**config.mk**
```make
export PLATFORM = sky130hd
export DESIGN_NAME = pss_issue
export DESIGN_NICKNAME = d
export VERILOG_FILES = /design/src/sv/pss_pkg.sv /design/src/sv/pss_issue.sv
export SDC_FILE = /design/constraint.sdc
export NUM_CORES = 1
export LEC_CHECK = 0
export ABC_CLOCK_PERIOD_IN_PS = 6500
export BUFFER_PORTS_ARGS = -buffer_cell sky130_fd_sc_hd__buf_4
export CORE_ASPECT_RATIO = 1.75
export CORE_UTILIZATION = 63
export CTS_CLUSTER_SIZE = 25
export DETAILED_ROUTE_END_ITERATION = 10
export PLACE_DENSITY = 0.84
export SLEW_MARGIN = 25
export SYNTH_ARGS = -nofsm -noshare
export SYNTH_HDL_FRONTEND = slang
export SYNTH_SLANG_ARGS = --single-unit
```
**constraint.sdc**
```tcl
create_clock -name clk_i -period 6.5 [get_ports clk_i]
set_input_delay 0.65 -clock clk_i [delete_from_list [all_inputs] [get_ports clk_i]]
set_output_delay 0.65 -clock clk_i [all_outputs]
set_load 0.03 [all_outputs]
```
**src/sv/pss_pkg.sv**
```systemverilog
// Shared types and constants for the partial shuffle sampler.
package pss_pkg;

  // Widths of the configuration registers and of the result value.
  localparam int unsigned CFG_W       = 11;
  localparam int unsigned VAL_W       = 11;
  localparam int unsigned OUT_TDATA_W = 16;
  localparam int unsigned APB_DATA_W  = 32;
  localparam int unsigned APB_ADDR_W  = 3;

  // Draw tag kept beside every permutation entry.
  localparam int unsigned EPOCH_W = 8;

  // Depth of the small queues; must be a power of two.
  localparam int unsigned QUEUE_DEPTH = 2;
  localparam int unsigned QPTR_W      = $clog2(QUEUE_DEPTH);
  localparam int unsigned QCNT_W      = $clog2(QUEUE_DEPTH + 1);

  typedef enum logic [0:0] {
    REG_POPULATION_SIZE = 1'b0,
    REG_PICK_COUNT      = 1'b1
  } pss_reg_e;

  typedef enum logic [1:0] {
    ST_SWEEP,
    ST_DRAIN,
    ST_RUN
  } pss_state_e;

  // Control that travels from the issue unit to the execute unit.
  typedef struct packed {
    logic               valid;
    logic               last;
    logic               sweep;
    logic [EPOCH_W-1:0] epoch;
  } pss_ctl_t;

  // Status that travels back from the execute unit.
  typedef struct packed {
    logic en;
    logic busy;
  } pss_sts_t;

endpackage

```
**src/sv/pss_issue.sv**
```systemverilog
// Issue unit: step and draw bookkeeping, memory sweep control and the scaling multiply.
module pss_issue #(
  parameter int unsigned MAX_POPULATION = 1024,
  parameter int unsigned FRACTION_BITS  = 32
) (
  input  logic                                      clk_i,
  input  logic                                      rst_ni,
  input  logic [pss_pkg::CFG_W-1:0]                 pop_size_i,
  input  logic [pss_pkg::CFG_W-1:0]                 pick_cnt_i,
  input  logic                                      head_valid_i,
  input  logic [FRACTION_BITS-1:0]                  head_frac_i,
  output logic                                      pop_o,
  input  pss_pkg::pss_sts_t                         sts_i,
  output pss_pkg::pss_ctl_t                         ctl_o,
  output logic [$clog2(MAX_POPULATION+1)-1:0]       idx_o,
  output logic [$clog2(MAX_POPULATION+1)-1:0]       scaled_o,
  output logic [$clog2(MAX_POPULATION+1)-1:0]       size_o,
  output logic [$clog2(MAX_POPULATION)-1:0]         sweep_addr_o
);
  import pss_pkg::*;

  localparam int unsigned NW = $clog2(MAX_POPULATION + 1);
  localparam int unsigned AW = $clog2(MAX_POPULATION);
  localparam int unsigned SW = (CFG_W > NW) ? CFG_W : NW;
  localparam int unsigned PW = FRACTION_BITS + NW;

  pss_state_e         st_q, st_d;
  logic [AW-1:0]      cnt_q, cnt_d;
  logic [EPOCH_W-1:0] epoch_q, epoch_d;
  logic [NW-1:0]      step_q, step_d;

  logic [SW-1:0] pop_w, pick_w, max_w, n_sat, k_one, k_sat;
  logic [NW-1:0] n_eff, k_eff, i_eff, m_len;
  logic [NW:0]   i_next;
  logic          new_draw, last, need_sweep, issue;
  logic [EPOCH_W-1:0] ep_issue;

  // Stage 1: issued item; stage 2: scaled offset.
  logic                     s1_v_q, s2_v_q;
  logic                     s1_last_q, s2_last_q;
  logic [EPOCH_W-1:0]       s1_ep_q, s2_ep_q;
  logic [NW-1:0]            s1_i_q, s2_i_q;
  logic [NW-1:0]            s1_n_q, s2_n_q;
  logic [NW-1:0]            s1_m_q, s2_sc_q;
  logic [FRACTION_BITS-1:0] s1_u_q;
  logic [PW-1:0]            prod;

  always_comb begin
    pop_w  = SW'(pop_size_i);
    pick_w = SW'(pick_cnt_i);
    max_w  = SW'(MAX_POPULATION);
    if (pop_w == '0) begin
      n_sat = SW'(1);
    end else if (pop_w > max_w) begin
      n_sat = max_w;
    end else begin
      n_sat = pop_w;
    end
    k_one = (pick_w == '0) ? SW'(1) : pick_w;
    k_sat = (k_one > n_sat) ? n_sat : k_one;
    n_eff = NW'(n_sat);
    k_eff = NW'(k_sat);
  end

  assign i_eff      = (step_q >= n_eff) ? '0 : step_q;
  assign new_draw   = (i_eff == '0);
  assign i_next     = {1'b0, i_eff} + (NW + 1)'(1);
  assign last       = (i_next >= {1'b0, k_eff});
  assign m_len      = n_eff - i_eff;
  assign need_sweep = new_draw && (epoch_q == '1);
  assign ep_issue   = new_draw ? epoch_q + EPOCH_W'(1) : epoch_q;

  always_comb begin
    st_d    = st_q;
    cnt_d   = cnt_q;
    epoch_d = epoch_q;
    step_d  = step_q;
    issue   = 1'b0;
    unique case (st_q)
      ST_SWEEP: begin
        cnt_d = cnt_q + AW'(1);
        if (cnt_q == AW'(MAX_POPULATION - 1)) begin
          st_d    = ST_RUN;
          epoch_d = '0;
        end
      end
      ST_DRAIN: begin
        if (!s1_v_q && !s2_v_q && !sts_i.busy) begin
          st_d  = ST_SWEEP;
          cnt_d = '0;
        end
      end
      ST_RUN: begin
        if (head_valid_i && need_sweep) begin
          st_d = ST_DRAIN;
        end else if (head_valid_i && sts_i.en) begin
          issue   = 1'b1;
          epoch_d = ep_issue;
          step_d  = last ? '0 : NW'(i_next);
        end
      end
      default: begin
        st_d = ST_SWEEP;
      end
    endcase
  end

  assign pop_o = issue;

  always_ff @(posedge clk_i or negedge rst_ni) begin
    if (!rst_ni) begin
      st_q    <= ST_SWEEP;
      cnt_q   <= '0;
      epoch_q <= '0;
      step_q  <= '0;
      s1_v_q  <= 1'b0;
      s2_v_q  <= 1'b0;
    end else begin
      st_q    <= st_d;
      cnt_q   <= cnt_d;
      epoch_q <= epoch_d;
      step_q  <= step_d;
      if (sts_i.en) begin
        s1_v_q <= issue;
        s2_v_q <= s1_v_q;
      end
    end
  end

  assign prod = {{NW{1'b0}}, s1_u_q} * {{FRACTION_BITS{1'b0}}, s1_m_q};

  always_ff @(posedge clk_i) begin
    if (sts_i.en) begin
      if (issue) begin
        s1_last_q <= last;
        s1_ep_q   <= ep_issue;
        s1_i_q    <= i_eff;
        s1_n_q    <= n_eff;
        s1_m_q    <= m_len;
        s1_u_q    <= head_frac_i;
      end
      s2_last_q <= s1_last_q;
      s2_ep_q   <= s1_ep_q;
      s2_i_q    <= s1_i_q;
      s2_n_q    <= s1_n_q;
      s2_sc_q   <= prod[FRACTION_BITS +: NW];
    end
  end

  assign ctl_o.valid   = s2_v_q;
  assign ctl_o.last    = s2_last_q;
  assign ctl_o.sweep   = (st_q == ST_SWEEP);
  assign ctl_o.epoch   = s2_ep_q;
  assign idx_o         = s2_i_q;
  assign scaled_o      = s2_sc_q;
  assign size_o        = s2_n_q;
  assign sweep_addr_o  = cnt_q;

  // The sweep owns the write port, so the pipeline must be empty.
  a_sweep_empty: assert property (@(posedge clk_i) disable iff (!rst_ni)
    (st_q == ST_SWEEP) |-> (!s1_v_q && !s2_v_q))
    else $error("pss_issue: sweep while items are in flight");

  // Tag zero marks swept entries and is never handed to an item.
  a_epoch_nonzero: assert property (@(posedge clk_i) disable iff (!rst_ni)
    pop_o |=> (s1_v_q && s1_ep_q != '0))
    else $error("pss_issue: item issued with the reserved tag");

endmodule

```
== Word-level counts from Yosys, hierarchy flattened ==
Index checks and enable logic that the tools add are counted.

* Bits in registers: 149
* Logic and storage cells: 75

* Bitwise gates (word level): 1
* $lt $le $gt $ge: 4
* Mux-type cells: 20
* Add/subtract/negate cells: 4
* Multipliers: 1
* Eq/ne operators: 9
* Reductions and logical operators: 19

{| class="wikitable"
|+ Operators with widths
! kind !! count
|-
| $mux W11 || 6
|-
| $mul A32 B11 Y43 || 1
|-
| $logic_not A11 Y1 || 3
|-
| $mux W8 || 4
|-
| $pmux W10 S2 || 1
|-
| $pmux W8 S2 || 1
|-
| $add A11 B1 Y12 const B || 1
|-
| $ge A12 B11 Y1 || 1
|-
| $ge A11 B11 Y1 || 1
|-
| $gt A11 B11 Y1 || 1
|-
| $gt A11 B11 Y1 const B || 1
|-
| $sub A11 B11 Y11 || 1
|-
| $add A10 B1 Y10 const B || 1
|-
| $eq A10 B10 Y1 const B || 1
|-
| $mux W10 || 1
|-
| $add A8 B1 Y8 const B || 1
|-
| $eq A8 B8 Y1 const B || 1
|-
| $ne A2 B2 Y1 const B || 4
|-
| $mux W2 || 3
|-
| $pmux W2 S3 || 1
|-
| $reduce_and A3 Y1 || 2
|-
| $logic_and A1 B1 Y1 || 5
|-
| $reduce_and A2 Y1 || 2
|-
| $reduce_and A4 Y1 || 1
|-
| other kinds (8) || 13
|}

== Depth between registers and ports, before layout ==
* Depth in word-level cells: 11
* Depth in mapped cells: 27
* Gate-level depth less buffers: 26

== Least setup slack after synthesis ==
No wires, ideal clock.

* Path kind: input-to-reg
* From: in pop_size_i[6] in the netlist's numbering
* To: reg s1_ep_q[0], enable pin
* Slack: 0.918 ns
* Stages on the path: 17
* Required time: 6.072 ns
* Setup time: 0.428 ns
* Data arrival time: 5.154 ns
* Cell sequence: nor4_1 -> a31oi_1 -> or2_2 -> inv_1 -> ha_1 -> nor2b_1 -> o21ai_0 -> a221oi_1 -> a21boi_1 -> nor2_1 -> nand2_1 -> ha_1 -> nor2b_1 -> buf_2 -> o2111ai_1 -> nand2_1 -> inv_1

* Longest elaborated chain between the ends: 11
* Elaborated cells on any way between the ends: 12
* Classes of those cells: order compare (2); mux (5); reduce/logical (5)

{| class="wikitable"
|+ Ends and longest elaborated chain
! what !! line !! source
|-
| from (decl) || pss_issue.sv:8 || <nowiki>input logic [pss_pkg::CFG_W-1:0] pop_size_i,</nowiki>
|-
| $gt A11 B11 Y1 || pss_issue.sv:54 || <nowiki>end else if (pop_w > max_w) begin</nowiki>
|-
| $mux W11 || pss_issue.sv:54 ||
|-
| $mux W11 (*) || pss_issue.sv:52 || <nowiki>if (pop_w == '0) begin</nowiki>
|-
| net n_eff[0] || pss_issue.sv:33 || <nowiki>logic [NW-1:0] n_eff, k_eff, i_eff, m_len;</nowiki>
|-
| $ge A11 B11 Y1 (*) || pss_issue.sv:65 || <nowiki>assign i_eff = (step_q >= n_eff) ? '0 : step_q;</nowiki>
|-
| $mux W11 (*) || pss_issue.sv:65 ||
|-
| $logic_not A11 Y1 (*) || pss_issue.sv:66 || <nowiki>assign new_draw = (i_eff == '0);</nowiki>
|-
| $logic_and A1 B1 Y1 (*) || pss_issue.sv:70 || <nowiki>assign need_sweep = new_draw && (epoch_q == '1);</nowiki>
|-
| $logic_and A1 B1 Y1 (*) || pss_issue.sv:94 || <nowiki>if (head_valid_i && need_sweep) begin</nowiki>
|-
| $mux W1 (*) || pss_issue.sv:94 ||
|-
| $mux W1 (*) || pss_issue.sv:79 || <nowiki>unique case (st_q)</nowiki>
|-
| $reduce_and A2 Y1 (no source line) (*) || - ||
|-
| to (signal assigned) || pss_issue.sv:136 || <nowiki>s1_ep_q <= ep_issue;</nowiki>
|-
| to (decl) || pss_issue.sv:41 || <nowiki>logic [EPOCH_W-1:0] s1_ep_q, s2_ep_q;</nowiki>
|}

Mark *: on every way through the listed nets, which the timed path passes. The rest lies on a longest branch.
A chain may end at the register's enable or synchronous reset.

== Final worst setup path ==
* From: reg s1_m_q[9]
* To: reg s2_sc_q[5], in the netlist scaled_o[5], data pin

* Longest elaborated chain between the ends: 1

{| class="wikitable"
|+ Ends and longest elaborated chain
! what !! line !! source
|-
| from (decl) || pss_issue.sv:44 || <nowiki>logic [NW-1:0] s1_m_q, s2_sc_q;</nowiki>
|-
| from (signal assigned) || pss_issue.sv:139 || <nowiki>s1_m_q <= m_len;</nowiki>
|-
| $mul A32 B11 Y43 || pss_issue.sv:130 || <nowiki>assign prod = {{NW{1'b0}}, s1_u_q} * {{FRACTION_BITS{1'b0}}, s1_m_q};</nowiki>
|-
| net prod[37] || pss_issue.sv:46 || <nowiki>logic [PW-1:0] prod;</nowiki>
|-
| to (signal assigned) || pss_issue.sv:146 || <nowiki>s2_sc_q <= prod[FRACTION_BITS +: NW];</nowiki>
|-
| to (decl) || pss_issue.sv:44 ||
|}

The timed path passes the listed nets, and every way through them passes these cells.

==> flow_metrics.env <==
export IMPL_grt_pass1_wl_um=69900
export IMPL_final_common_cell="inv_1"
export IMPL_synth_seq_cells=149
export IMPL_synth_ff_type="edfxtp_1"
export IMPL_drt_pre_antenna_iters=5
export IMPL_clockRootBuffer="clkbuf_16"
export IMPL_post_synth_top_area_cell="fa_1"
export IMPL_clkTransAtPathRegs_ns=0.07
export IMPL_hold_buffers=0
export IMPL_routed_via_density=6.06
export IMPL_clockBufferDepth=2
export IMPL_fin_skew_ns=0.0173
export IMPL_synth_area_top_cells="fa_1, edfxtp_1, ha_1"
export IMPL_routedWlPerCell_um=20.3
export IMPL_cts_sinks=149
export IMPL_htreeDepth=4
export IMPL_post_cts_buffers=0
export IMPL_setup_viol=0
export IMPL_async_reset_ff_share_pct=22.1
export IMPL_outcome="complete, no violations"
export IMPL_min_path_type="in2async"
export IMPL_required_ns=6.68
export IMPL_period_needed_ns=6.06
export IMPL_slew_violations=0
export IMPL_final_hold_violation_count=0
export IMPL_syn_area_per_cell_um2=9.99
export IMPL_die_height_um=220
export IMPL_coreArea_um2=26700
export IMPL_final_antenna_net_count=0
export IMPL_cp_max_fo=18
export IMPL_cts_resized=0
export IMPL_n_fill_cell=1904
export IMPL_synth_nets=2168
export IMPL_cts_tree="built"
export IMPL_final_cell_mix="inv_1, nand2_1, fa_1"
export IMPL_seq_area_um2=4310
export IMPL_track_usage_pct=33.5
export IMPL_yosysUniqueCellTypes=65
export IMPL_maxCapViolCount=0
export IMPL_slew_headroom_pct=28.7
export IMPL_finalCritPeriodShare_pct=93.2
export IMPL_initial_utilization_pct=64.2
export IMPL_multi_input_area_um2=11400
export IMPL_ioPinCount=114
export IMPL_syn2layout_area_growth_pct=10.1
export IMPL_clock_insertion_delay_worst_skew_ns=0.45
export IMPL_dieArea_um2=27900
export IMPL_setup_slack_ns=0.444
export IMPL_drive_above_1_share_pct=10.3
export IMPL_gp_congestion=0.958
export IMPL_num_vias=12800
export IMPL_arrival_ns=6.23
export IMPL_synth_seq_area_share_pct=25.2
export IMPL_tightest_slew_ns=1.07
export IMPL_grt_max_degree=47
export IMPL_io_buffer_count=113
export IMPL_grt_overflow=0
export IMPL_synthCells=1715
export IMPL_syn_area_um2=17100
export IMPL_synth_warnings=0
export IMPL_cp_end_kind="flop"
export IMPL_dpl_hpwl_um=33700
export IMPL_max_freq_mhz=165
export IMPL_fin_setup_tns_ns=0
export IMPL_antenna_found_initial=0
export IMPL_rsz0062_at_grt="no"
export IMPL_rows=79
export IMPL_routed_wl_um=43000
export IMPL_dpl_worst_slack_ns=0.515
export IMPL_cp_start_kind="flop"
export IMPL_grt_pass1_vias=14100
export IMPL_cts_buffers=17
export IMPL_path_class="reg2reg"
export IMPL_post_route_drc_count=0
export IMPL_synth_edf_count=116
export IMPL_drt_iter0_drc=721
export IMPL_synth_top_area_share_pct=31.4
export IMPL_diodes=0
export IMPL_die_w_um=127
export IMPL_num_nets_final=2233
[through the flow]
| step | area (um2) | utilization, % | std cells | hold WS, ns |
|---|---|---|---|---|
| after global placement | 18200 | 68.3 | 2085 | 0.403 |
| final | 18900 | 70.7 | 2117 | 0.150 |
| after CTS | 18900 | 70.7 | 2117 | 0.140 |
| after floorplan | 17100 | - | 1715 | 0.354 |
| after global routing | 18900 | 70.7 | 2117 | 0.172 |
| after detailed placement | 18200 | 68.3 | 2085 | 0.406 |
[layer usage]
metal / track usage (%) / up-vias / wire, um
met5: 0 / - / 0
met4: 25.2 / 0 / 3470
met3: 6.43 / 250 / 2770
met2: 61.6 / 635 / 23100
met1: 33.1 / 6327 / 13700
li1: - / 5624 / -
[critical path, stage by stage, from the launching register on]
cell and delay, ns:
edfxtp_1 0.76, buf_4 0.38, nand2_1 0.11, fa_1 0.51, inv_1 0.05, fa_1 0.47, inv_1 0.06, fa_1 0.48
fa_1 0.50, inv_1 0.05, fa_1 0.54, ha_1 0.44, nand3_1 0.14, or4_4 0.55, o31ai_1 0.26, buf_4 0.18
a211oi_1 0.11, xnor2_1 0.15
[sequential cells by signal, summed over array words and instances, names as in the netlist]
signal        count
s1_last_q         1
sweep_addr_o     10
scaled_o         11
s2_v_q            1
s1_v_q            1
size_o           11
s2_last_q         1
s1_i_q           11
step_q           11
s1_n_q           11
s1_m_q           11
s1_ep_q           8
st_q              2
idx_o            11
s1_u_q           32
s2_ep_q           8
epoch_q           8
[synth_stat cells (7+ instances only)]
cell type / number
fa_1: 269
a21o_1: 23
xnor2_1: 24
nor4_1: 12
nor2_1: 27
nand4_1: 18
o21ai_0: 40
a211o_1: 11
nor2b_1: 10
inv_1: 278
and2_1: 148
o211ai_1: 7
dfrtp_1: 33
a31oi_1: 8
nand2b_1: 7
ha_1: 125
a211oi_1: 7
a21oi_1: 42
nand3_1: 20
mux2i_1: 15
clkbuf_1: 83
nand2_1: 275
and3_1: 14
edfxtp_1: 116
nor3_1: 20
o21a_1: 9
[final timing paths]
path | to | cells after the start | from | slack [ns]
worst max-delay path | scaled_o[5]$_DFFE_PP_ | 17 | s1_m_q[9]$_DFFE_PP_ | 0.44
worst min-delay path | sweep_addr_o[3]$_DFFE_PN0P_ | 1 | rst_ni | 0.15
worst max register to register | scaled_o[5]$_DFFE_PP_ | 17 | s1_m_q[9]$_DFFE_PP_ | 0.44
worst min register to register | size_o[3]$_DFFE_PP_ | 0 | s1_n_q[3]$_DFFE_PP_ | 0.42
max in group asynchronous | step_q[4]$_DFFE_PN0P_ | 1 | rst_ni | 6.01
min in group clk_i | s1_u_q[17]$_DFFE_PP_ | 1 | head_frac_i[17] | 0.37
[cells by family after synthesis]
family | share of synthesized area (%)
adder cells (fa/ha/maj) | 40.6
flip-flops | 25.2
AO/OA/AOI/OAI | 7.48
multiplexers | 1.01
buffers and inverters | 8.18
AND/OR/NAND/NOR | 16.1
XOR/XNOR | 1.48
[final cells by class]
type / count / area share [%]
inverter: 279 / 5.56
tap: 324 / 2.15
sequential: 149 / 22.8
timing repair buffer: 136 / 5.61
clock buffer: 18 / 2.28
clock inverter: 14 / 1.03
multi-input combinational: 1197 / 60.5
Power is not shown: default switching activity piles up to over one toggle a cycle in this logic, so the estimate is an artifact.
