===== config.mk =====
export PLATFORM = sky130hd
export DESIGN_NAME = pss_fifo
export DESIGN_NICKNAME = d
export VERILOG_FILES = /design/src/sv/pss_pkg.sv /design/src/sv/pss_fifo.sv
export SDC_FILE = /design/constraint.sdc
export NUM_CORES = 1
export LEC_CHECK = 0
export BUFFER_PORTS_ARGS = -buffer_cell sky130_fd_sc_hd__buf_2
export CAP_MARGIN = 10
export CORE_AREA = 10 10 52 54
export CTS_CLUSTER_DIAMETER = 200
export DETAILED_ROUTE_END_ITERATION = 6
export DIE_AREA = 0 0 62 64
export PLACE_DENSITY_LB_ADDON = 0.25
export SLEW_MARGIN = 25
export SYNTH_ARGS = -nofsm -noshare
export SYNTH_HDL_FRONTEND = slang
export SYNTH_SLANG_ARGS = --single-unit

===== constraint.sdc =====
create_clock -name clk_i -period 2 [get_ports clk_i]
set_input_delay 0.1 -clock clk_i [delete_from_list [all_inputs] [get_ports clk_i]]
set_output_delay 0.1 -clock clk_i [all_outputs]
set_load 0.005 [all_outputs]

===== src/sv/pss_pkg.sv =====
// Shared types and constants for the partial shuffle sampler.
package pss_pkg;

  // Widths of the configuration registers and of the result value.
  localparam int unsigned CFG_W       = 11;
  localparam int unsigned VAL_W       = 11;
  localparam int unsigned OUT_TDATA_W = 16;
  localparam int unsigned APB_DATA_W  = 32;
  localparam int unsigned APB_ADDR_W  = 3;

  // Draw tag kept beside every permutation entry.
  localparam int unsigned EPOCH_W = 8;

  // Depth of the small queues; must be a power of two.
  localparam int unsigned QUEUE_DEPTH = 2;
  localparam int unsigned QPTR_W      = $clog2(QUEUE_DEPTH);
  localparam int unsigned QCNT_W      = $clog2(QUEUE_DEPTH + 1);

  typedef enum logic [0:0] {
    REG_POPULATION_SIZE = 1'b0,
    REG_PICK_COUNT      = 1'b1
  } pss_reg_e;

  typedef enum logic [1:0] {
    ST_SWEEP,
    ST_DRAIN,
    ST_RUN
  } pss_state_e;

  // Control that travels from the issue unit to the execute unit.
  typedef struct packed {
    logic               valid;
    logic               last;
    logic               sweep;
    logic [EPOCH_W-1:0] epoch;
  } pss_ctl_t;

  // Status that travels back from the execute unit.
  typedef struct packed {
    logic en;
    logic busy;
  } pss_sts_t;

endpackage


===== src/sv/pss_fifo.sv =====
// Small first-in first-out queue used on the input and result sides.
module pss_fifo #(
  parameter int unsigned WIDTH = 8
) (
  input  logic             clk_i,
  input  logic             rst_ni,
  input  logic             push_i,
  input  logic [WIDTH-1:0] data_i,
  output logic             full_o,
  input  logic             pop_i,
  output logic             valid_o,
  output logic [WIDTH-1:0] data_o
);
  import pss_pkg::*;

  logic [WIDTH-1:0]  store_q [QUEUE_DEPTH];
  logic [QPTR_W-1:0] wr_ptr_q, wr_ptr_d;
  logic [QPTR_W-1:0] rd_ptr_q, rd_ptr_d;
  logic [QCNT_W-1:0] count_q, count_d;
  logic              do_push, do_pop;

  assign full_o  = (count_q == QCNT_W'(QUEUE_DEPTH));
  assign valid_o = (count_q != '0);
  assign data_o  = store_q[rd_ptr_q];
  assign do_push = push_i && (!full_o || pop_i);
  assign do_pop  = pop_i && valid_o;

  always_comb begin
    wr_ptr_d = do_push ? wr_ptr_q + QPTR_W'(1) : wr_ptr_q;
    rd_ptr_d = do_pop ? rd_ptr_q + QPTR_W'(1) : rd_ptr_q;
    count_d  = count_q;
    if (do_push && !do_pop) begin
      count_d = count_q + QCNT_W'(1);
    end else if (do_pop && !do_push) begin
      count_d = count_q - QCNT_W'(1);
    end
  end

  always_ff @(posedge clk_i or negedge rst_ni) begin
    if (!rst_ni) begin
      wr_ptr_q <= '0;
      rd_ptr_q <= '0;
      count_q  <= '0;
    end else begin
      wr_ptr_q <= wr_ptr_d;
      rd_ptr_q <= rd_ptr_d;
      count_q  <= count_d;
    end
  end

  always_ff @(posedge clk_i) begin
    if (do_push) begin
      store_q[wr_ptr_q] <= data_i;
    end
  end

  // A push into a full queue is only legal when a pop frees a slot at once.
  a_no_overflow: assert property (@(posedge clk_i) disable iff (!rst_ni)
    (push_i && full_o) |-> pop_i)
    else $error("pss_fifo: push into a full queue without a pop");

endmodule


* Word-level counts from Yosys, hierarchy flattened
Memories as Yosys holds them, arrays and structs flattened. Cells that the tools add are included.
Word-level totals: register bits after elaboration 4, bits in latches 0, memory bits (writable) 16, memory bits (read-only) 0, output and inout port bits 10, word-level logic and storage cells 23, memories 1
Operators by class: add/subtract/negate cells 4, multipliers 0, div/mod/pow operators 0, magnitude comparators 0, equality and inequality tests 1, shift-type cells 0, multiplexer cells 4, bitwise logic cells 0, reduce and logical (&&, ||, !) cells 10
Memory list:
- store_q | words 2, bits a word 8, read ports 1, clocked after Yosys merged registers in 0, write ports 1, RTL line pss_fifo.sv:16 | logic [WIDTH-1:0] store_q [QUEUE_DEPTH];
Operators by type and width (number):
- logical AND 1 bit | 4
- two-way mux 2 bit | 2
- nonzero test 2 bit | 2
- logical NOT 1 bit | 3
- adder 1 bit (second input constant) | 2
- adder 2 x 1 -> 2 bit (second input constant) | 1
- equality test 2 bit (second input constant) | 1
- two-way mux 1 bit | 2
- subtractor 2 x 1 -> 2 bit (second input constant) | 1
- logical OR 1 bit | 1

* Longest topological paths before layout
Gate-level depths: netlist of run 1.
depth in word-level cells 8, mapped depth 7, mapped depth without buffers 7

* Worst setup path after synthesis of run 1
No wires, ideal clock.
path kind register to register, from reg count_q[0], to reg count_q[1], arrival time 1.327 ns, required time 1.921 ns, path slack 0.594 ns, cell stages (with the launch flop) 7, buffers on the path 0, clock period less this slack 1.406 ns, cell sequence dfrtp_1 nand2b_4 o21ai_4 inv_2 ha_1 nor2_1 xor2_1
On the way: cells in the longest elaborated chain, start to end 7, elaborated cells between the ends (all ways) 15
RTL lines:
- from (decl) | RTL line pss_fifo.sv:19 | logic [QCNT_W-1:0] count_q, count_d;
- from (signal assigned) | RTL line pss_fifo.sv:47 | count_q <= count_d;
- equality test 2 bit (*) | RTL line pss_fifo.sv:22 | assign full_o = (count_q == QCNT_W'(QUEUE_DEPTH));
- logical NOT 1 bit (*) | RTL line pss_fifo.sv:25 | assign do_push = push_i && (!full_o || pop_i);
- logical OR 1 bit (*) | RTL line pss_fifo.sv:25
- logical AND 1 bit (*) | RTL line pss_fifo.sv:25
- via do_push | RTL line pss_fifo.sv:20 | logic do_push, do_pop;
- logical NOT 1 bit | RTL line pss_fifo.sv:34 | end else if (do_pop && !do_push) begin
- logical AND 1 bit | RTL line pss_fifo.sv:34
- nonzero test 2 bit (no line)
Mark *: on every way through the listed nets, which the timed path passes. The rest lies on a longest branch. The select of a mux whose other input is x is not followed. A chain may end at the register's enable or synchronous reset.

* Worst setup path in the final report of run 1
from reg count_q[0], to mem store_q[0][0], enable pin
On the way: cells in the longest elaborated chain, start to end 6
RTL lines:
- equality test 2 bit | RTL line pss_fifo.sv:22
- logical NOT 1 bit | RTL line pss_fifo.sv:25
- logical OR 1 bit | RTL line pss_fifo.sv:25
- logical AND 1 bit | RTL line pss_fifo.sv:25
- two-way mux 1 bit | RTL line pss_fifo.sv:52 | if (do_push) begin
- two-way mux 1 bit (implied by the code) | RTL line pss_fifo.sv:53 | store_q[wr_ptr_q] <= data_i;
- to (decl) | RTL line pss_fifo.sv:16
Every way passes these cells.

==> out/qor.txt, run 1 <==
status = finished clean
DIE WIDTH = 62 µm
io pins = 22
Longest Clk Path Bufs = 2
Die H = 64 µm
number of buffers created by CTS = 3
Congestion Overflow GR = 0
met2 wire len = 725 µm
LEAKAGE = 0.4283 nW
DR top layer = met4
crit path launch type = flip-flop
Final Cycle Share = 76.38%
DR iter-0 viols = 5
Slew HR = 54.40%
DRT Pass-1 Iters = 2
Remaining DRCs = 0
fmax = 654.6 MHz
Met3 Wirelength = 111 µm
post-DP HPWL = 1.040 mm
Synth Area in XOR/XNOR = 6.317%
clk root buf = clkbuf_4
vias post-DR = 445
crit-path max FO = 8
commonest non-fill, non-tap cell in the layout = buf_2
simple-gate share of the synthesized area = 5.547%
Post-Route WL = 1.392 mm
Synthesized Nets = 58
detail-routed via count per cell = 4.406
CTS tree = done
Cell Pwr Density = 1240 nW/µm²
largest family of logic cells by synthesized area = multiplexers
Yosys warnings = 0
total track usage = 7.449%
skew final = 0.002838 ns
post-synthesis sequential area ratio = 71.49%
Met1 Wirelength = 541 µm
ANT nets after route = 0
MaxCap Viol Count = 0
post-synthesis adder-cell area fraction = 1.541%
Layout area overhead = 28.04%
Max VDD drop = 0.8482 mV
final slew viol count = 0
largest net degree at the start of global routing = 12
# fillers = 131
mapped cell area = 812.0 µm²
Design Area, Final = 1040 µm²
top cells by area, synth = edfxtp_1 59%, dfrtp_1 12%, mux2_2 11%
number of port buffers = 21
worst hold path type = input port to flip-flop
Clock Latency Late Sink = 0.29 ns
most frequent cells in the layout = 21 x buf_2, 16 x edfxtp_1, 8 x mux2_2, 7 x dlygate4sd3_1, 4 x dfrtp_1
worst setup path class = flip-flop to flip-flop
share of the synthesized area in the top cell type = 59.17%
Netlist cell types = 15
vias in the first global route = 480
share of post-route cells with drive strength above 1 = 50.00%
Tmin final = 1.528 ns
Worst setup EP type = flip-flop
Rows = 15
core area = 1708 µm²
largest area contributor in the netlist = edfxtp_1
die area = 3968 µm²
initial core utilization = 47.55%
RePlAce Congestion = 0.7199
CTS HTree Levels = 1
final hold vios = 0
clk slew on worst S/H paths = 0.10 ns
final setup fails = 0
first-pass GRT wire length = 2.221 mm
syn avg cell area = 18.05 µm²
Mapped Cells = 45
WP data arrival = 1.46 ns
initial antenna violation count = 0
multiplexer share of the synthesized area = 11.09%
register bit count reported by yosys = 20
Req. time, crit path = 1.93 ns
Avg WL per Cell = 13.78 µm
compound-gate portion of the synthesized area = 2.003%
nets = 90
RSZ-0062 raised after global routing = false
worst-margin pin slew = 0.6814 ns
diode count = 0
Sink Count = 20
Placed Instance Area = 943.4 µm²
TNS Setup = 0 ns
==> cells by family after synthesis <==
kind of cell / Yosys count
adders and majority gates: 1
buffers and inverters: 4
AOI/OAI and AO/OA: 1
DFF: 20
xor gates and xnor gates: 5
muxes: 8
and+or+nand+nor: 6
==> report_power, final <==
group	total [mW]	internal (mW)	switching, mW
Sequential	0.658	0.576	0.0821
Clock	0.187	0.0775	0.110
Combinational	0.443	0.255	0.189
Total	1.29	0.908	0.381
==> cell type report <==
type	instances	area [µm²]	share of cell area, %
repair buffers	28	175.2	16.85
flip-flops and latches	20	580.6	55.84
well taps	25	31.28	3.008
multi-input cells	21	215.2	20.70
clock buffers	4	26.28	2.527
inverters	3	11.26	1.083
==> sequential cells by signal, summed over array words and instances (netlist names) <==
| name | cells |
|---|---|
| store_q | 16 |
| count_q | 2 |
| rd_ptr_q | 1 |
| wr_ptr_q | 1 |
==> layer usage <==
metal  track usage [%]  up-vias
met5                 0        -
met4             1.676        0
met3             2.767        2
met2             12.95       13
met1             8.235      209
li1                  -      221
==> what timing repair did <==
action / 4_1_cts / 5_1_grt
setup buffers: 0 / 0
hold endpoints to repair: 15 / 0
gates resized for setup: 0 / 0
hold buffers: 7 / 0
==> final timing paths <==
check | start | end | slack, ns | cells after the start
min in group asynchronous | rst_ni | count_q[1]$_DFFE_PN0P_ | 0.13 | 2
worst min-delay path | data_i[2] | store_q[1][2]$_DFFE_PP_ | 0.005 | 1
worst max-delay path | count_q[0]$_DFFE_PN0P_ | store_q[0][0]$_DFFE_PP_ | 0.47 | 3
max in group asynchronous | rst_ni | wr_ptr_q$_DFFE_PN0P_ | 1.75 | 2
worst max register to register | count_q[0]$_DFFE_PN0P_ | store_q[0][0]$_DFFE_PP_ | 0.47 | 3
worst min register to register | count_q[0]$_DFFE_PN0P_ | count_q[0]$_DFFE_PN0P_ | 0.55 | 1
==> synthesized netlist by cell type <==
| master | number |
|---|---|
| mux2_2 | 8 |
| inv_2 | 1 |
| dfrtp_1 | 4 |
| nand2_4 | 1 |
| xor2_1 | 2 |
| edfxtp_1 | 16 |
| nand2b_4 | 1 |
| buf_2 | 1 |
| ha_1 | 1 |
| xnor2_1 | 2 |
| o21ai_4 | 1 |
| nor2_1 | 3 |
| or2_4 | 1 |
| inv_1 | 2 |
| xnor2_2 | 1 |
==> worst max-delay path, stage by stage, from the launching register on <==
cell and delay [ns]:
dfrtp_1 0.42, nand2b_4 0.17, o21ai_4 0.06, nor2_1 0.53
==> through the flow <==
| stage | total power [mW] | hold slack, ns | utilization, % | setup slack (ns) | std cells |
|---|---|---|---|---|---|
| global placement | 1.104 | -0.08822 | 55.24 | 0.4976 | 90 |
| detailed placement | 1.111 | -0.08726 | 55.24 | 0.4390 | 90 |
| floorplan | 0.9599 | -0.1956 | - | 0.5939 | 45 |
| CTS | 1.307 | 0.007890 | 60.88 | 0.4298 | 101 |
| finish | 1.289 | 0.005101 | 60.88 | 0.4725 | 101 |
| global route | 1.374 | 0.003501 | 60.88 | 0.3733 | 101 |
(Power assumes the default switching activity.)
==> inputs of run 2 (changes only) <==
- ABC_AREA: default -> 1
- CORE_AREA: 10 10 52 54 -> 10 10 53 55
- DIE_AREA: 0 0 62 64 -> 0 0 63 65
- clock period: 2 -> 1.5 ns (I/O delays scaled with it)
==> run 2 against run 1 <==
Compared with the run above: design area increased by 3.5%; die area increased by 3.2%; largest power group unchanged; flip-flop and latch count unchanged; critical path depth up 6; register-to-register slack worse by 0.38 ns; sequential power increased by 30%; utilization shrank 3.1 points; critical endpoint is now count_q[1]$_DFFE_PN0P_; synthesized cell count up 64%; clock power is 42% higher; total power rose by 35%; clock-buffer cell count shrank 1; setup slack got worse by 0.38 ns.
==> out/qor.txt, run 2 <==
status = finished clean
TNS Setup = 0 ns
top cells by area, synth = edfxtp_1 58%, nand2_1 15%, dfrtp_1 12%
RR Startpoint = count_q[0]$_DFFE_PN0P_
Post-CTS Setup Inserts = 0
WHS Path Cells = 3
Post-synth top cells = 32 x nand2_1, 16 x edfxtp_1, 7 x inv_1, 4 x dfrtp_1
vias in the first global route = 562
largest net degree at the start of global routing = 12
LEAKAGE = 0.5118 nW
CTS tree = done
vias post-DR = 591
Max stage delay on crit path = 0.44 ns
Layout area overhead = 29.91%
final setup fails = 0
Sink Count = 20
Slew HR = 76.38%
MaxCap Viol Count = 0
share of post-route cells with drive strength above 1 = 28.70%
final hold slack = 0.03004 ns
Mapped Cells = 74
most used flip-flop cell after synthesis = edfxtp_1
crit path launch type = flip-flop
io pins = 22
core area = 1862 µm²
Longest Clk Path Bufs = 2
final hold vios = 0
register bit count reported by yosys = 20
R2R depth = 9
min setup slack post-route = 0.08761 ns
RSZ-0062 raised after global routing = false
Final Cycle Share = 94.16%
worst-margin pin slew = 0.3542 ns
Cell Pwr Density = 1616 nW/µm²
r2r setup slk = 0.09 ns
skew final = 0.007311 ns
FFs w/ async S/R, synth = 20.00%
detail-routed via count per cell = 4.378
total track usage = 7.917%
Netlist cell types = 13
CP Buf/Inv Count = 3
CTS HTree Levels = 1
DRT Pass-1 Iters = 4
number of buffers created by CTS = 3
number of port buffers = 21
Clock Latency Late Sink = 0.31 ns
syn avg cell area = 11.19 µm²
Max VDD drop = 0.8820 mV
Die H = 65 µm
Worst setup EP type = flip-flop
DIE WIDTH = 63 µm
worst hold path type = input port to flip-flop
overall power = 1.739 mW
WP data arrival = 1.63 ns
Yosys warnings = 0
share of the synthesized area in the top cell type = 58.01%
CTS hold repair buffers = 9
HP Start = pop_i
Remaining DRCs = 0
final slew viol count = 0
max reg flops = 16
nets = 122
Post-Route WL = 1.683 mm
worst setup path class = flip-flop to flip-flop
clk root buf = clkbuf_4
most frequent cells in the layout = 32 x nand2_1, 21 x buf_2, 16 x edfxtp_1, 9 x dlygate4sd3_1, 7 x inv_1
post_cts resized = 0
first-pass GRT wire length = 2.539 mm
post-synthesis sequential area ratio = 70.09%
CP cell instances = inv_2, nand3_2, nand2_2, inv_1, ha_1, inv_1, nand3_1, nand2_1, nand2_1
Tmin final = 1.412 ns
DR iter-0 viols = 21
# fillers = 165
crit-path max FO = 4
delay-heaviest family, CP = flip-flops
Reg area = 580.6 µm²
mapped cell area = 828.3 µm²
FF-to-FF End = count_q[1]$_DFFE_PN0P_
RePlAce Congestion = 0.7483
clk slew on worst S/H paths = 0.11 ns
top flop regs = store_q (16), count_q (2)
die area = 4095 µm²
initial core utilization = 44.49%
most common cell in the netlist = nand2_1
Req. time, crit path = 1.72 ns
largest area contributor in the netlist = edfxtp_1
Avg WL per Cell = 12.47 µm
area occupied by multi-input gates = 198.9 µm²
commonest non-fill, non-tap cell in the layout = nand2_1
post-DP HPWL = 1.163 mm
hold path endpoint = rd_ptr_q$_DFFE_PN0P_
Congestion Overflow GR = 0
Synthesized Nets = 87
Top reg by flops = store_q
initial antenna violation count = 0
number of synthesized flops with an enable pin = 16
DP Worst Slack = 0.09065 ns
diode count = 0
fmax = 708.0 MHz
ANT nets after route = 0
Slowest cell on crit path = dfrtp_1
Rows = 16
==> run 2: how the worst max path moves through the flow <==
| stage | startpoint | to | slack (ns) | cells after the start |
|---|---|---|---|---|
| finish | count_q[0]$_DFFE_PN0P_ | count_q[1]$_DFFE_PN0P_ | 0.09 | 9 |
| global route | rd_ptr_q$_DFFE_PN0P_ | data_o[3] | 0.006 | 4 |
| CTS | rd_ptr_q$_DFFE_PN0P_ | data_o[5] | 0.08 | 4 |
| detailed placement | count_q[0]$_DFFE_PN0P_ | count_q[1]$_DFFE_PN0P_ | 0.09 | 9 |
| global placement | count_q[0]$_DFFE_PN0P_ | count_q[1]$_DFFE_PN0P_ | 0.16 | 9 |
| floorplan | count_q[0]$_DFFE_PN0P_ | store_q[1][0]$_DFFE_PP_ | 0.19 | 4 |
==> run 2: stage by stage <==
step / utilization [%] / instance area, µm² / instances
after floorplan: - / 828.3 / 74
after global placement: 51.55 / 959.7 / 122
after detailed placement: 51.55 / 959.7 / 122
after CTS: 57.80 / 1076 / 135
after global routing: 57.80 / 1076 / 135
final: 57.80 / 1076 / 135
==> run 2: area by class of cell <==
type	count	share of cell area, %
inverter	9	3.140
timing repair buffer	31	18.84
clock inverter	1	0.3488
sequential	20	53.95
clock buffer	3	2.093
tap	27	3.140
multi-input combinational	44	18.49
==> run 2: metal layers <==
layer | global-route usage, % | vias to the layer above | wire (µm) | part of all wire [%]
li1 | - | 305 | - | -
met1 | 7.731 | 270 | 639 | 38
met5 | 0 | - | 0 | 0
met2 | 13.96 | 14 | 895 | 53
met3 | 3.093 | 2 | 116 | 6.9
met4 | 4.749 | 0 | 31 | 1.8
==> run 2: cell families after synthesis <==
logic type / synth area share [%]
adder cells (fa/ha/maj): 1.510
AND/OR/NAND/NOR: 21.45
flip-flops: 70.09
XOR/XNOR: 1.058
buffers and inverters: 5.892
==> run 2: where the power goes <==
group	leakage (nW)	switching (mW)	internal, mW	total [mW]
sequential	0.197	0.0989	0.758	0.856
clock	0.0154	0.168	0.0973	0.265
combinational	0.299	0.360	0.258	0.617
==> run 2: worst register-to-register path: stages, from the launching register on <==
cell	delay (ns)
dfrtp_1	0.44
inv_2	0.11
nand3_2	0.08
nand2_2	0.08
inv_1	0.05
ha_1	0.31
inv_1	0.08
nand3_1	0.07
nand2_1	0.06
nand2_1	0.04
